--- config.mk ---
export PLATFORM = sky130hd
export DESIGN_NAME = http_host_header_extractor_core
export DESIGN_NICKNAME = d
export VERILOG_FILES = /design/src/hw/rtl/hhe_pkg.sv /design/src/hw/rtl/hhe_step.sv /design/src/hw/rtl/hhe_out_buf.sv /design/src/hw/rtl/http_host_header_extractor_core.sv
export VERILOG_INCLUDE_DIRS = /design/src /design/src/hw/rtl
export SDC_FILE = /design/constraint.sdc
export NUM_CORES = 1
export LEC_CHECK = 0
export ABC_AREA = 1
export CORE_MARGIN = 2
export CORE_UTILIZATION = 45
export DETAILED_ROUTE_END_ITERATION = 6
export DONT_BUFFER_PORTS = 1
export GPL_ROUTABILITY_DRIVEN = 0
export PLACE_DENSITY_LB_ADDON = 0.1
export SYNTH_ARGS = -nofsm -noshare
export SYNTH_HDL_FRONTEND = slang
export SYNTH_HIERARCHICAL = 1
export SYNTH_SLANG_ARGS = --single-unit
--- constraint.sdc ---
create_clock -name i_clk -period 6.5 [get_ports i_clk]
set_input_delay 1.95 -clock i_clk [delete_from_list [all_inputs] [get_ports i_clk]]
set_output_delay 1.95 -clock i_clk [all_outputs]
set_load 0.02 [all_outputs]
--- src/hw/rtl/assert_macros.svh ---
// ----------------------------------------------------------------------------
// assertion macros
// shared property wrappers, clocked on i_clk; all but ASSERT_NEXT_RST are quiet while i_rst_n is low
// ----------------------------------------------------------------------------
`ifndef ASSERT_MACROS_SVH
`define ASSERT_MACROS_SVH

// same-cycle implication
`define ASSERT_IMPL(label, ante, cons, msg) \
    label: assert property (@(posedge i_clk) disable iff (!i_rst_n) (ante) |-> (cons)) \
        else $error(msg);

// next-cycle implication
`define ASSERT_NEXT(label, ante, cons, msg) \
    label: assert property (@(posedge i_clk) disable iff (!i_rst_n) (ante) |=> (cons)) \
        else $error(msg);

// next-cycle implication that also holds across reset
`define ASSERT_NEXT_RST(label, ante, cons, msg) \
    label: assert property (@(posedge i_clk) (ante) |=> (cons)) \
        else $error(msg);

`endif

--- src/hw/rtl/hhe_pkg.sv ---
// ----------------------------------------------------------------------------
// hhe_pkg
// types, constants and header pattern for the host header extractor
// ----------------------------------------------------------------------------
`timescale 1ns / 1ps

package hhe_pkg;

    localparam int MAX_HOST_DEF = 256;
    localparam int PAT_LEN      = 8;
    localparam int MP_W         = $clog2(PAT_LEN);

    localparam logic [7:0] CH_CR = 8'd13;
    localparam logic [7:0] CH_LF = 8'd10;

    // CR LF "Host: "
    localparam logic [7:0] HDR_PAT [PAT_LEN] = '{
        8'd13, 8'd10, 8'h48, 8'h6f, 8'h73, 8'h74, 8'h3a, 8'h20
    };

    typedef enum logic [1:0] {
        PH_SEARCH = 2'd0,
        PH_HOST   = 2'd1,
        PH_DONE   = 2'd2
    } t_phase;

    typedef enum logic [1:0] {
        KIND_BYTES = 2'd0,
        KIND_DONE  = 2'd1,
        KIND_LONG  = 2'd2,
        KIND_NONE  = 2'd3
    } t_kind;

    typedef struct packed {
        t_kind       kind;
        logic [7:0]  first_byte;
        logic [7:0]  second_byte;
        logic [1:0]  byte_count;
        logic [7:0]  host_length;
    } t_result;

    typedef struct packed {
        logic    valid;
        t_result res;
    } t_push;

endpackage

--- src/hw/rtl/hhe_step.sv ---
// ----------------------------------------------------------------------------
// hhe_step
// per-byte header matcher and host byte tracker, one item per cycle while i_accept is high
// ----------------------------------------------------------------------------
`timescale 1ns / 1ps

module hhe_step
    import hhe_pkg::*;
#(
    parameter int MAX_HOST = MAX_HOST_DEF
) (
    input  logic       i_clk,
    input  logic       i_rst_n,
    input  logic       i_accept,
    input  logic [7:0] i_data_byte,
    input  logic       i_end_of_packet,
    output t_push      o_push
);

    localparam int CNT_W = $clog2(MAX_HOST);

    t_phase             r_phase,      n_phase;
    logic [MP_W-1:0]    r_match_pos,  n_match_pos;
    logic               r_held_cr,    n_held_cr;
    logic [CNT_W-1:0]   r_host_count, n_host_count;

    logic [1:0]         add;
    logic [7:0]         e0;
    logic [7:0]         e1;
    logic               done;
    logic [CNT_W:0]     sum;
    t_push              push;

    always_comb begin
        n_phase      = r_phase;
        n_match_pos  = r_match_pos;
        n_held_cr    = r_held_cr;
        n_host_count = r_host_count;
        add          = 2'd0;
        e0           = 8'd0;
        e1           = 8'd0;
        done         = 1'b0;
        sum          = {1'b0, r_host_count};
        push         = '0;

        case (r_phase)
            PH_SEARCH: begin
                if (i_data_byte == HDR_PAT[r_match_pos]) begin
                    if (r_match_pos == MP_W'(PAT_LEN - 1)) begin
                        n_phase      = PH_HOST;
                        n_match_pos  = '0;
                        n_held_cr    = 1'b0;
                        n_host_count = '0;
                    end else begin
                        n_match_pos = r_match_pos + MP_W'(1);
                    end
                end else begin
                    // only the pattern head is a CR, so a CR restarts at one
                    n_match_pos = (i_data_byte == CH_CR) ? MP_W'(1) : '0;
                end
            end
            PH_HOST: begin
                if (r_held_cr) begin
                    if (i_data_byte == CH_LF) begin
                        done = 1'b1;
                    end else if (i_data_byte == CH_CR) begin
                        add = 2'd1;
                        e0  = CH_CR;
                    end else begin
                        add       = 2'd2;
                        e0        = CH_CR;
                        e1        = i_data_byte;
                        n_held_cr = 1'b0;
                    end
                end else if (i_data_byte == CH_CR) begin
                    n_held_cr = 1'b1;
                end else begin
                    add = 2'd1;
                    e0  = i_data_byte;
                end

                sum = {1'b0, r_host_count} + (CNT_W + 1)'(add);

                if (done) begin
                    push.valid           = 1'b1;
                    push.res.kind        = KIND_DONE;
                    push.res.host_length = 8'(r_host_count);
                    n_phase              = PH_DONE;
                    n_held_cr            = 1'b0;
                end else if (add != 2'd0) begin
                    if (sum >= (CNT_W + 1)'(MAX_HOST)) begin
                        push.valid    = 1'b1;
                        push.res.kind = KIND_LONG;
                        n_phase       = PH_DONE;
                        n_held_cr     = 1'b0;
                    end else begin
                        n_host_count         = sum[CNT_W-1:0];
                        push.valid           = 1'b1;
                        push.res.kind        = KIND_BYTES;
                        push.res.first_byte  = e0;
                        push.res.second_byte = e1;
                        push.res.byte_count  = add;
                    end
                end
            end
            default: begin
                // finished for this packet: bytes ignored
            end
        endcase

        if (i_end_of_packet) begin
            if (n_phase inside {PH_SEARCH, PH_HOST}) begin
                push.valid = 1'b1;
                push.res   = '0;
                push.res.kind = KIND_NONE;
            end
            n_phase      = PH_SEARCH;
            n_match_pos  = '0;
            n_held_cr    = 1'b0;
            n_host_count = '0;
        end
    end

    always_ff @(posedge i_clk) begin
        if (!i_rst_n) begin
            r_phase      <= PH_SEARCH;
            r_match_pos  <= '0;
            r_held_cr    <= 1'b0;
            r_host_count <= '0;
        end else if (i_accept) begin
            r_phase      <= n_phase;
            r_match_pos  <= n_match_pos;
            r_held_cr    <= n_held_cr;
            r_host_count <= n_host_count;
        end
    end

    assign o_push.valid = push.valid & i_accept;
    assign o_push.res   = push.res;

endmodule

--- src/hw/rtl/hhe_out_buf.sv ---
// ----------------------------------------------------------------------------
// hhe_out_buf
// result register with a skid stage, registered stall toward the input side
// ----------------------------------------------------------------------------
`timescale 1ns / 1ps

module hhe_out_buf
    import hhe_pkg::*;
(
    input  logic    i_clk,
    input  logic    i_rst_n,
    input  t_push   i_push,
    input  logic    i_stall,
    output logic    o_full,
    output logic    o_valid,
    output t_result o_res
);

    logic    r_main_valid;
    logic    r_skid_valid;
    t_result r_main;
    t_result r_skid;
    logic    take;

    assign take = !r_main_valid || !i_stall;

    always_ff @(posedge i_clk) begin
        if (!i_rst_n) begin
            r_main_valid <= 1'b0;
            r_skid_valid <= 1'b0;
        end else if (take) begin
            if (r_skid_valid) begin
                r_main_valid <= 1'b1;
                r_skid_valid <= 1'b0;
            end else begin
                r_main_valid <= i_push.valid;
            end
        end else if (i_push.valid) begin
            r_skid_valid <= 1'b1;
        end
    end

    always_ff @(posedge i_clk) begin
        if (take) begin
            r_main <= r_skid_valid ? r_skid : i_push.res;
        end
        if (!take && i_push.valid) begin
            r_skid <= i_push.res;
        end
    end

    assign o_full  = r_skid_valid;
    assign o_valid = r_main_valid;
    assign o_res   = r_main;

endmodule

--- src/hw/rtl/http_host_header_extractor_core.sv ---
// ----------------------------------------------------------------------------
// http_host_header_extractor_core
// finds the first CR LF "Host: " in a packet and streams out the host name
// ----------------------------------------------------------------------------
`timescale 1ns / 1ps
`include "assert_macros.svh"

// channel   direction  handshake            payload
// input     in         i_valid / o_stall    i_data_byte, i_end_of_packet
// result    out        o_valid / i_stall    o_kind, o_first_byte, o_second_byte,
//                                           o_byte_count, o_host_length
//
// one item per cycle unless stalled; the matcher state updates in the cycle an
// item is taken and its result (at most one) lands in a result register on the
// same edge; a skid register catches one result while o_valid is stalled;
// o_stall is its full flag: the input stalls only after the result side stalls
// reset (i_rst_n low, synchronous) clears the matcher and both result registers

module http_host_header_extractor_core
    import hhe_pkg::*;
#(
    parameter int MAX_HOST = MAX_HOST_DEF
) (
    input  logic       i_clk,
    input  logic       i_rst_n,
    input  logic       i_valid,
    output logic       o_stall,
    input  logic [7:0] i_data_byte,
    input  logic       i_end_of_packet,
    output logic       o_valid,
    input  logic       i_stall,
    output logic [1:0] o_kind,
    output logic [7:0] o_first_byte,
    output logic [7:0] o_second_byte,
    output logic [1:0] o_byte_count,
    output logic [7:0] o_host_length
);

    logic    accept;
    logic    buf_full;
    t_push   push;
    t_result res;

    // input item taken whenever the skid register is empty
    assign accept  = i_valid && !buf_full;
    assign o_stall = buf_full;

    // pattern matcher and host byte tracker
    hhe_step #(
        .MAX_HOST (MAX_HOST)
    ) u_step (
        .i_clk           (i_clk),
        .i_rst_n         (i_rst_n),
        .i_accept        (accept),
        .i_data_byte     (i_data_byte),
        .i_end_of_packet (i_end_of_packet),
        .o_push          (push)
    );

    // result register plus skid
    hhe_out_buf u_out_buf (
        .i_clk   (i_clk),
        .i_rst_n (i_rst_n),
        .i_push  (push),
        .i_stall (i_stall),
        .o_full  (buf_full),
        .o_valid (o_valid),
        .o_res   (res)
    );

    assign o_kind        = res.kind;
    assign o_first_byte  = res.first_byte;
    assign o_second_byte = res.second_byte;
    assign o_byte_count  = res.byte_count;
    assign o_host_length = res.host_length;

    // a full skid register always sits behind a shown result
    `ASSERT_IMPL(a_skid_behind_main, o_stall, o_valid, "skid full without result")

    // host byte results always carry one or two bytes
    `ASSERT_IMPL(a_bytes_counted, o_valid && o_kind == KIND_BYTES,
        o_byte_count == 2'd1 || o_byte_count == 2'd2, "host byte result without bytes")

    // every result taken in leaves o_valid high the next cycle, never lost
    `ASSERT_NEXT(a_push_lands, push.valid && !o_stall, o_valid, "result not registered")

    // reset empties both result registers
    `ASSERT_NEXT_RST(a_reset_clears, !i_rst_n, !o_valid && !o_stall, "result left after reset")

endmodule

# --- After elaboration in Yosys (flattened, before gate mapping) ---
# Memory sizes are Yosys's and may differ from the RTL's.
# Cells that the tools add are included.
word_totals:
  out_inout_bits: 30
  rom_bits: 64
  n_memories: 1
  elab_cells: 107
  in_bits: 13
  register_bits: 72
mem_list:
  columns: ["name", "words", "width", "read_ports", "rd_clocked_by_memory_dff", "wr", "line_no", "source"]
  rows:
  - ["(name not given)", 8, 8, 1, 0, 0, "hhe_step.sv:48", "if (i_data_byte == HDR_PAT[r_match_pos]) begin"]
classes:
  eq_ne: 11
  muxes: 55
  n_reduce_logical: 17
  add_sub_neg: 2
  n_lt_le_gt_ge: 2
  bitwise_logic: 3
op_table:
  columns: ["op", "count"]
  rows:
  - ["2-to-1 mux 8 bit", 13]
  - ["2-to-1 mux 29 bit", 3]
  - ["2-to-1 mux 18 bit", 2]
  - ["2-to-1 mux 28 bit", 1]
  - ["2-to-1 mux 2 bit", 11]
  - ["2-to-1 mux 21 bit", 1]
  - ["== test 8 x 4 -> 1 bit, second input constant", 2]
  - ["one-hot mux 8 bit (2 select lines)", 1]
  - ["2-to-1 mux 1 bit", 15]
  - ["2-to-1 mux 3 bit", 5]
  - ["adder 8 x 2 -> 9 bit", 1]
  - ["greater-or-equal comparator 9 bit, second input constant", 1]
  - ["!= test 3 x 2 -> 1 bit, second input constant", 3]
  - ["== test 8 bit", 1]
  - ["AND reduction 7 bit", 1]
  - ["!= test 3 bit, second input constant", 2]
  - ["nonzero test 2 bit", 3]
  - ["== test 2 x 1 -> 1 bit, second input constant", 2]
  - ["greater-or-equal comparator 4 bit, second input constant", 1]
  - ["logical NOT 1 bit", 4]
  - ["logical NOT 2 bit", 2]
  - ["2-to-1 mux 4 bit", 1]
  - ["NOT 3 -> 4 bit", 1]
  - ["one-hot mux 2 bit (2 select lines)", 1]
  - ["11 further kinds", 12]

# --- Logic depth before layout (Yosys ltp) ---
# Gate-level depths: netlist (run 1).
logic_depth:
  depth_word: 17
  mapped_depth: 24
  ltp_nobuf: 24

# --- By module ---
# Netlist (run 1), hierarchy kept.
by_module_without_submodules:
  columns: ["module", "seq_area_each_um2", "instances", "area_per_inst_um2", "cells_each"]
  rows:
  - ["hhe_out_buf", 1721.7, 1, 2218.4, 156]
  - ["hhe_step", 280.3, 1, 1665.3, 286]
  - ["http_host_header_extractor_core", 0.0, 1, 10.0, 2]

# --- Least setup slack after synthesis (run 1) ---
# Ideal clock, no wire load.
synth_path:
  path_kind: "in2reg"
  startpoint: "input i_data_byte[7]"
  endpoint: "register u_out_buf/r_skid[0] (netlist name) (enable)"
  t_arrival_ns: 5.119
  slack_ns: 0.968
  path_stages: 24
  setup_ns: 0.413
  required_ns: 6.087
  n_path_buf: 0
  cell_sequence: "nor2_1 -> nand2_1 -> inv_2 -> nand2_1 -> inv_1 -> nor2_1 -> inv_1 -> nand2_1 -> inv_1 -> ha_1 -> inv_1 -> fa_1 -> nor2_1 -> nand2_1 -> inv_1 -> nand2_1 -> inv_1 -> nand3_1 -> nand2_2 -> nor2_4 -> inv_2 -> a21oi_1 -> inv_1 -> nor2_1"
synth_lines:
  columns: ["element", "line_no", "source"]
  rows:
  - ["start: declaration", "http_host_header_extractor_core.sv:28", "input logic [7:0] i_data_byte,"]
  - ["end signal: assignment", "hhe_out_buf.sv:48", "r_skid <= i_push.res;"]
  - ["end: declaration", "hhe_out_buf.sv:22", "t_result r_skid;"]

==> metrics.txt, run 1 <==
Final ANT Viol Nets=0; Total GRT Usage=17.20%; Endpoint, Worst Hold=u_step/r_phase[0]; Max IR drop VDD=roughly 0.11 mV; # port buffers=0; Synth Warn #=6; worst hold stages=2; latest clock arrival within the worst-skew pair=between 0.3 and 0.4 ns; initial drt markers=approximately 140; Hold Crit Class=register to register; top cell type's share of synthesized area=between 40% and 50%; worst r2r src=u_step/r_held_cr; FF-to-FF End=u_out_buf/r_skid[13]; final net count=470; sequential area share after synthesis=between 50% and 60%; fill cell count=822; Leakage=about 1.7 nW; Fin Setup TNS=0 ns; Comb power frac=4.8%; largest net degree at the start of global routing=44; hold slack=roughly 0.5 ns; post-synth top area cell=edfxtp_1; Clock Tree Root=clkbuf_8; Via-to-Cell Ratio=approximately 5.0; setup violators final=0; # clock sinks=72; fin crit period=roughly 4.8 ns; DR WL/cell=roughly 14 um; Yosys reg bits=around 70; Slew Limit Fails=0; crit path launch type=input pin; vias in the first global route=roughly 2700; max cap viols=0; initial core utilization=a little under half; Clock transition at path regs=0.08 ns; status=complete, no violations; Mean Syn Cell Area=just under 9 um^2; P_int=roughly 0.74 mW; R2R Setup Slk=between 3 and 4 ns; DRC Markers=0; drt first pass iters=5; skew final=0.008293 ns; fmax=210.3 MHz; Req. time, crit path=around 6.5 ns; Final Non-Filler Cells=556; global-route wire length before repair=between 10000 and 15000 um; Synth cell types=33; final hold vios=0; Placement Rows=33; DR vias=around 2800; hold-fix buffer count after cts=0; relative max-transition margin=40.54%; Critical Path AT=4.76 ns; GRT overflow=0; routed wire length=~7800 um; Core Area=between 8000 and 9000 um^2; Post-CTS Setup Inserts=0; overall die width=between 90 and 100 um; switching pwr=around 0.22 mW; initial antenna violation count=0; Slew @ Worst Pin=0.8695 ns; CP max FO=28; reg2reg path depth=21; share of cells above drive strength 1=15.74%; Hold Crit Start=u_step/r_phase[0]; Placed Cells=about 540; io pins=43; Net Sw Frac=about a quarter; CTS tree=built; Syn Inst Count=between 400 and 500; syn nets=467; sequential fraction of design power=a little over half; ANT cells=0; clk buf depth=2; CP Capture Type=register; Clk pwr share=between 40 and 50%; CTS HTree Levels=3; Die ar.=about 9400 um^2; post-DP HPWL=5595 um; Area contributors post-synth=edfxtp_1 43%, nand2_1 8.7%, dfxtp_1 8.2%, inv_1 7.5%, nor2_1 3.9%; RSZ-0062 raised after global routing=false; Resize count post-CTS=0; Num CTS Buffers=9; pwr/cell area=roughly 230 nW/um^2; Die Y=between 90 and 100 um; CP Class=input pin to register; Syn-to-layout area delta=7.391%; Tcrit/Tclk final=73.14%; mapped cell area=about 4000 um^2
## sequential cells by signal, summed over array words and instances (netlist names)
signal and cells:
u_out_buf/r_skid 28, u_step/r_phase 2, u_out_buf/o_full 1, u_step/r_host_count 8
u_out_buf/o_res 28, u_out_buf/o_valid 1, u_step/r_match_pos 3, u_step/r_held_cr 1
## metrics by stage
stage | total power [mW] | area, um^2 | setup WS (ns) | util (%)
after floorplan | 0.5696 | 3894 | 0.9683 | -
after global placement | 0.5779 | 3965 | 1.606 | 47.78
after detailed placement | 0.5789 | 3965 | 1.410 | 47.78
after CTS | 0.9703 | 4182 | 1.761 | 50.38
after global routing | 1.000 | 4182 | 1.353 | 50.38
final | 0.9599 | 4182 | 1.746 | 50.38
## cell usage in the layout, fill, tap and decap left out, drive strengths merged, types with 2 or more instances in the layout
cell,Yosys,routed
nand2,106,106
inv,88,90
edfxtp,56,56
nor2,49,49
o21ai,37,37
nand3,27,27
dfxtp,16,16
nand4,13,13
nor3,12,12
clkbuf,3,9
ha,9,9
a21oi,8,8
buf,8,3
a2111oi,3,3
clkinvlp,0,2
bufinv,0,2
nor4,2,2
o211ai,2,2
## layer usage
metal  vias to the layer above  global-route usage (%)  routed length, um
met5                         -                       0                  0
met4                         0                   6.717                101
met3                        10                   3.540                403
met2                        64                   26.82               3474
met1                      1273                   23.60               3789
li1                       1450                       -                  -
## kinds of logic (layout without fill, tap and decap cells)
family / count (synthesis) / in the layout / synth area share [%]
AO/OA/AOI/OAI: 51 / 51 / 8.001
XOR/XNOR: 1 / 1 / 0.2250
adder cells (fa/ha/maj): 10 / 10 / 3.406
buffers and inverters: 100 / 107 / 10.86
flip-flops: 72 / 72 / 51.41
AND/OR/NAND/NOR: 210 / 210 / 26.09
## synth_stat cells
cell	instances
clkbuf_4	1
o21ai_1	10
inv_1	78
nand3b_1	1
inv_2	9
nand3_4	2
nor3_1	12
nor2_4	4
buf_2	3
clkinv_1	1
nand4_1	13
dfxtp_1	16
ha_1	9
inv_4	1
edfxtp_1	56
o21ai_2	10
nand2_4	2
nor2_2	5
nand3_2	4
a2111oi_0	3
nor2_1	40
nand3_1	21
a21oi_1	8
fa_1	1
o211ai_1	2
o21ai_0	17
a21boi_0	1
buf_6	5
nand2_2	14
clkbuf_1	2
xor2_1	1
nor4_1	2
nand2_1	90
## critical path: stages
cell and delay (ns):
nor2_1 0.02, nand2_1 0.14, inv_2 0.07, nand2_1 0.09, inv_1 0.07, nor2_1 0.14, inv_1 0.09, nand2_1 0.06
inv_1 0.04, ha_1 0.18, inv_1 0.08, fa_1 0.19, nor2_1 0.06, nand2_1 0.07, inv_1 0.05, nand2_1 0.16
inv_1 0.06, nand3_1 0.13, nand2_2 0.09, nor2_4 0.19, inv_2 0.07, a21oi_1 0.21, inv_1 0.08, nor2_2 0.10
buf_4 0.35
## worst max path at each step
stage	from	endpoint	slack [ns]	depth (start not counted)
2_1_floorplan	i_data_byte[7]	u_out_buf/r_skid[0]	0.97	24
3_3_place_gp	i_data_byte[7]	u_out_buf/r_skid[3]	1.61	25
3_5_place_dp	i_data_byte[7]	u_out_buf/r_skid[14]	1.41	25
4_1_cts	i_data_byte[7]	u_out_buf/r_skid[13]	1.76	25
5_1_grt	i_data_byte[4]	u_out_buf/r_skid[13]	1.35	25
6_report	i_data_byte[7]	u_out_buf/r_skid[13]	1.75	25
## cell type report
cell class | instances | area, um^2 | share of cell area [%]
Sequential cell | 72 | 2003 | 47.91
Clock buffer | 9 | 123.9 | 2.962
Multi-Input combinational cell | 272 | 1471 | 35.19
Tap cell | 105 | 131.4 | 3.142
Clock inverter | 6 | 92.59 | 2.214
Inverter | 89 | 336.6 | 8.049
Timing Repair Buffer | 3 | 22.52 | 0.5386
## power by group through the flow
stage | Sequential (mW) | Clock, mW | Combinational (mW)
4_1_cts | 0.522 | 0.402 | 0.0460
6_report | 0.522 | 0.392 | 0.0459
5_1_grt | 0.524 | 0.424 | 0.0532
3_5_place_dp | 0.533 | 0 | 0.0458
3_3_place_gp | 0.533 | 0 | 0.0451
2_1_floorplan | 0.531 | 0 | 0.0383
Power figures use the tool's default switching activity.
==> inputs of run 2 (changes only) <==
Clock period 6.5 ns to 3.9 ns, I/O delays scaled along.
==> run 2 against run 1 <==
Cell count increased by 0.90%; routed wire length is 2.8% lower; cell area increased by 0.45%; count of clock-buffer cells in the layout unchanged; combinational power rose by 73%; power increased by 51%.
==> metrics.txt, run 2 (synthesis gave the netlist of run 1 again) <==
CP Capture Type=register; initial core utilization=between 40% and 50%; CTS HTree Levels=3; Final Non-Filler Cells=561; slowest CP cell=nor2_4; Die Y=about 97 um; ANT cells=0; CP max FO=8; hold slack=between 0.5 and 0.6 ns; CP max stage delay=around 0.21 ns; # port buffers=0; Clock transition at path regs=about 0.070 ns; Via-to-Cell Ratio=between 4 and 5; commonest non-fill, non-tap cell in the layout=nand2_1; DR WL/cell=13.46 um; setup violators final=0; Placed Cells=between 500 and 600; crit path launch type=input pin; DRC Markers=0; final design utilization=approximately 51%; Max IR drop VDD=0.1327 mV; total power=1.451 mW; Final ANT Viol Nets=0; Slew Limit Fails=0; Core Area=just over 8000 um^2; Syn-to-layout area delta=7.873%; CTS tree=built; pwr/cell area=345.5 nW/um^2; fmax=roughly 280 MHz; drt first pass iters=4; routed wire length=7551 um; worst r2r src=u_step/r_held_cr; Worst Path Buf+Inv=10; share of cells above drive strength 1=18.42%; crit path launch=i_data_byte[4]; GRT overflow=0; Placement Rows=33; skew final=just under 0.009 ns; RSZ-0062 raised after global routing=false; Post-CTS Setup Inserts=0; overall die width=approximately 97 um; hold-fix buffer count after cts=0; Most Frequent Cell on Critical Path=inv_1; family with the most delay on the worst path=simple AND/OR/NAND/NOR gates; Clock Tree Root=clkbuf_8; Finished Cell Area=between 4000 and 5000 um^2; Tcrit/Tclk final=just over 90%; latest clock arrival within the worst-skew pair=between 0.3 and 0.4 ns; status=complete, no violations; relative max-transition margin=between 50% and 60%; # clock sinks=between 70 and 80; post-route setup slack=approximately 0.34 ns; final net count=475; Total GRT Usage=between 10% and 20%; Slew @ Worst Pin=around 0.72 ns; initial drt markers=133; Die ar.=roughly 9400 um^2; final hold vios=0; Hold Crit Class=register to register; Fin Setup TNS=0 ns; Num CTS Buffers=9; Post-DP Area=4039 um^2; DR vias=between 2000 and 3000; Critical Path AT=3.61 ns; max cap viols=0; Hold Crit Start=u_step/r_phase[0]; global-route wire length before repair=roughly 13000 um; pre-CTS setup slack=0.008327 ns; io pins=43; clk buf depth=2; most frequent cells in the layout=88 x nand2_1, 76 x inv_1, 56 x edfxtp_1, 39 x nor2_1, 20 x nand3_1; Resize count post-CTS=0; initial antenna violation count=0; post-DP HPWL=between 5000 and 6000 um; CP Class=input pin to register; fin crit period=~3.6 ns; Leakage=~1.7 nW; Req. time, crit path=a little under 4 ns; vias in the first global route=about 2700; largest net degree at the start of global routing=60
-- run 2: cell count changes in the layout (fill, tap and decap cells not counted), sizes merged --
cell      delta
inv          -2
bufinv       -2
clkinv       +6
buf          +5
clkinvlp     -2
-- run 2: metal layers --
metal	GRT usage [%]	routed length [um]	up-vias
met3	5.130	355	10
met4	5.417	98	0
met2	25.64	3293	55
li1	-	-	1462
met5	0	0	-
met1	23.89	3803	1251
-- run 2: layout make-up --
class,instances,area [um^2]
clock buffer,9,123.9
clock inverter,6,37.54
fill,782,4099
inverter,89,336.6
multi-input combinational,272,1495
sequential,72,2003
tap,105,131.4
timing repair buffer,8,72.57
-- run 2: worst reg2reg max path, cell delays in order (launching register included) --
cell and delay (ns):
dfxtp_1 0.45, inv_2 0.13, nor2_1 0.15, inv_1 0.08, nand2_1 0.06, inv_1 0.04, ha_2 0.17, inv_2 0.05
fa_2 0.18, nor2_1 0.05, nand2_1 0.07, inv_1 0.06, nand2_2 0.07, inv_2 0.03, nand3_2 0.08, nand2_2 0.09
nor2_4 0.21, inv_2 0.08, a21oi_2 0.18, inv_1 0.09, nor2_4 0.18, buf_4 0.20
-- run 2: final timing paths --
path	end	slack [ns]	cells after the start
max	u_out_buf/r_skid[7]	0.34	25
min	u_step/r_phase[0]	0.52	2
max reg2reg	u_out_buf/r_skid[7]	0.91	21
min reg2reg	u_step/r_phase[0]	0.52	2
-- run 2: report_power, final --
part	switching [mW]	internal (mW)	total (mW)	leakage, nW
combinational	0.0554	0.0238	0.0792	0.877
clock	0.276	0.225	0.500	0.0886
sequential	0.0287	0.843	0.872	0.701
total	0.360	1.09	1.45	1.67
==> inputs of run 3 (changes only) <==
Settings changed: CORE_UTILIZATION 45 to 57.
==> run 3 against run 2 <==
Sequential cell count is the same; first-iteration DRC count decreased by 25%; highest routed layer unchanged; worst setup slack better by 0.038 ns.
==> metrics.txt, run 3 (synthesis gave the netlist of run 1 again) <==
Post-CTS Setup Inserts=0; io pins=43; FF-to-FF End=u_out_buf/r_skid[11]; initial antenna violation count=0; Hold Crit Class=register to register; Tcrit/Tclk final=90.28%; Syn-to-layout area delta=6.523%; Final Non-Filler Cells=534; share of cells above drive strength 1=approximately 17%; Endpoint, Worst Hold=u_step/r_phase[0]; Post-DP Area=between 3000 and 4000 um^2; CP Class=input pin to register; Placement Rows=30; Clock Tree Root=clkbuf_8; DR WL/cell=roughly 13 um; hold-fix buffer count after cts=0; Num CTS Buffers=9; worst hold stages=2; Slew @ Worst Pin=0.6793 ns; clk buf depth=2; skew final=~0.0077 ns; max cap viols=0; CTS HTree Levels=3; CP Capture Type=register; latest clock arrival within the worst-skew pair=between 0.3 and 0.4 ns; pwr/cell area=roughly 350 nW/um^2; setup violators final=0; fin crit period=between 3 and 4 ns; worst r2r src=u_step/r_held_cr; final hold vios=0; # port buffers=0; Clock transition at path regs=about 0.070 ns; GRT overflow=0; CTS tree=built; Die Y=just under 90 um; Critical Path AT=~3.6 ns; Leakage=between 1.5 and 2 nW; R2R Setup Slk=~1 ns; # clock sinks=72; Via-to-Cell Ratio=between 5 and 6; DRC Markers=0; post-DP HPWL=5074 um; commonest non-fill, non-tap cell in the layout=nand2_1; Finished Cell Area=approximately 4100 um^2; routed wire length=6997 um; Total GRT Usage=20.59%; global-route wire length before repair=around 12000 um; Hold Crit Start=u_step/r_phase[0]; initial core utilization=57.95%; final net count=between 400 and 500; vias in the first global route=2591; Fin Setup TNS=0 ns; crit path launch type=input pin; fmax=~280 MHz; initial drt markers=100; most frequent cells in the layout=88 x nand2_1, 76 x inv_1, 56 x edfxtp_1, 39 x nor2_1, 20 x nand3_1; overall die width=between 80 and 90 um; status=complete, no violations; largest net degree at the start of global routing=33; drt first pass iters=4; DR vias=between 2000 and 3000; RSZ-0062 raised after global routing=false; Slew Limit Fails=0; Resize count post-CTS=0; CP max FO=28; reg2reg path depth=21; relative max-transition margin=54.71%; ANT cells=0; Req. time, crit path=3.95 ns; Placed Cells=between 500 and 600; Max IR drop VDD=~0.18 mV; Die ar.=7508 um^2; Final ANT Viol Nets=0; Core Area=about 6700 um^2
## run 3: cell count changes in the layout (fill, tap and decap cells not counted)
cell,delta
buf_4,-3
inv_6,+1
clkbuf_1,+1
clkinv_4,-1
clkinv_2,-2
clkinv_1,+2
## run 3: final cells by class
cell class / instances / area (um^2)
Multi-Input combinational cell: 272 / 1495
Clock buffer: 10 / 127.6
Clock inverter: 6 / 35.03
Tap cell: 80 / 100.1
Timing Repair Buffer: 5 / 50.05
Sequential cell: 72 / 2003
Inverter: 89 / 336.6
Fill cell: 583 / 2571
## run 3: worst max path at each step
stage                           endpoint  slack (ns)            from
floorplan            u_out_buf/r_skid[0]       0.006  i_data_byte[4]
global placement    u_out_buf/r_skid[22]        0.11  i_data_byte[4]
detailed placement  u_out_buf/r_skid[17]        0.02  i_data_byte[4]
CTS                 u_out_buf/r_skid[12]        0.39  i_data_byte[4]
global route         u_out_buf/r_skid[4]        0.12  i_data_byte[4]
finish              u_out_buf/r_skid[11]        0.38  i_data_byte[4]
## run 3: per-layer routing
metal,track usage (%),routed length (um),up-vias
met4,9.943,89,0
li1,-,-,1445
met1,28.38,3511,1250
met5,0,0,-
met2,30.70,3074,67
met3,4.857,322,11
## run 3: critical path: stages
cell and delay, ns:
nor2_1 0.02, nand2_1 0.14, inv_2 0.08, nand2_2 0.07, inv_1 0.06, nor2_1 0.14, inv_1 0.08, nand2_1 0.06
inv_1 0.05, ha_2 0.17, inv_2 0.05, fa_2 0.18, nor2_1 0.05, nand2_1 0.07, inv_1 0.06, nand2_2 0.07
inv_2 0.03, nand3_2 0.08, nand2_2 0.08, nor2_4 0.21, inv_2 0.07, a21oi_2 0.17, inv_1 0.09, nor2_4 0.10
buf_12 0.21
## run 3: metrics by stage
| stage | utilization, % | setup slack, ns | hold WS, ns | power, mW |
|---|---|---|---|---|
| 3_5_place_dp | 59.31 | 0.01746 | 0.5023 | 0.9670 |
| 5_1_grt | 61.73 | 0.1242 | 0.5540 | 1.507 |
| 6_report | 61.73 | 0.3790 | 0.5127 | 1.449 |
| 3_3_place_gp | 59.31 | 0.1093 | 0.4942 | 0.9652 |
| 4_1_cts | 61.73 | 0.3855 | 0.5129 | 1.463 |
| 2_1_floorplan | - | 0.005774 | 0.4718 | 0.9522 |
## run 3: power by group
group	leakage [nW]	switching (mW)	internal, mW
combinational	0.861	0.0543	0.0233
clock	0.0855	0.271	0.228
sequential	0.701	0.0288	0.843
total	1.65	0.354	1.09
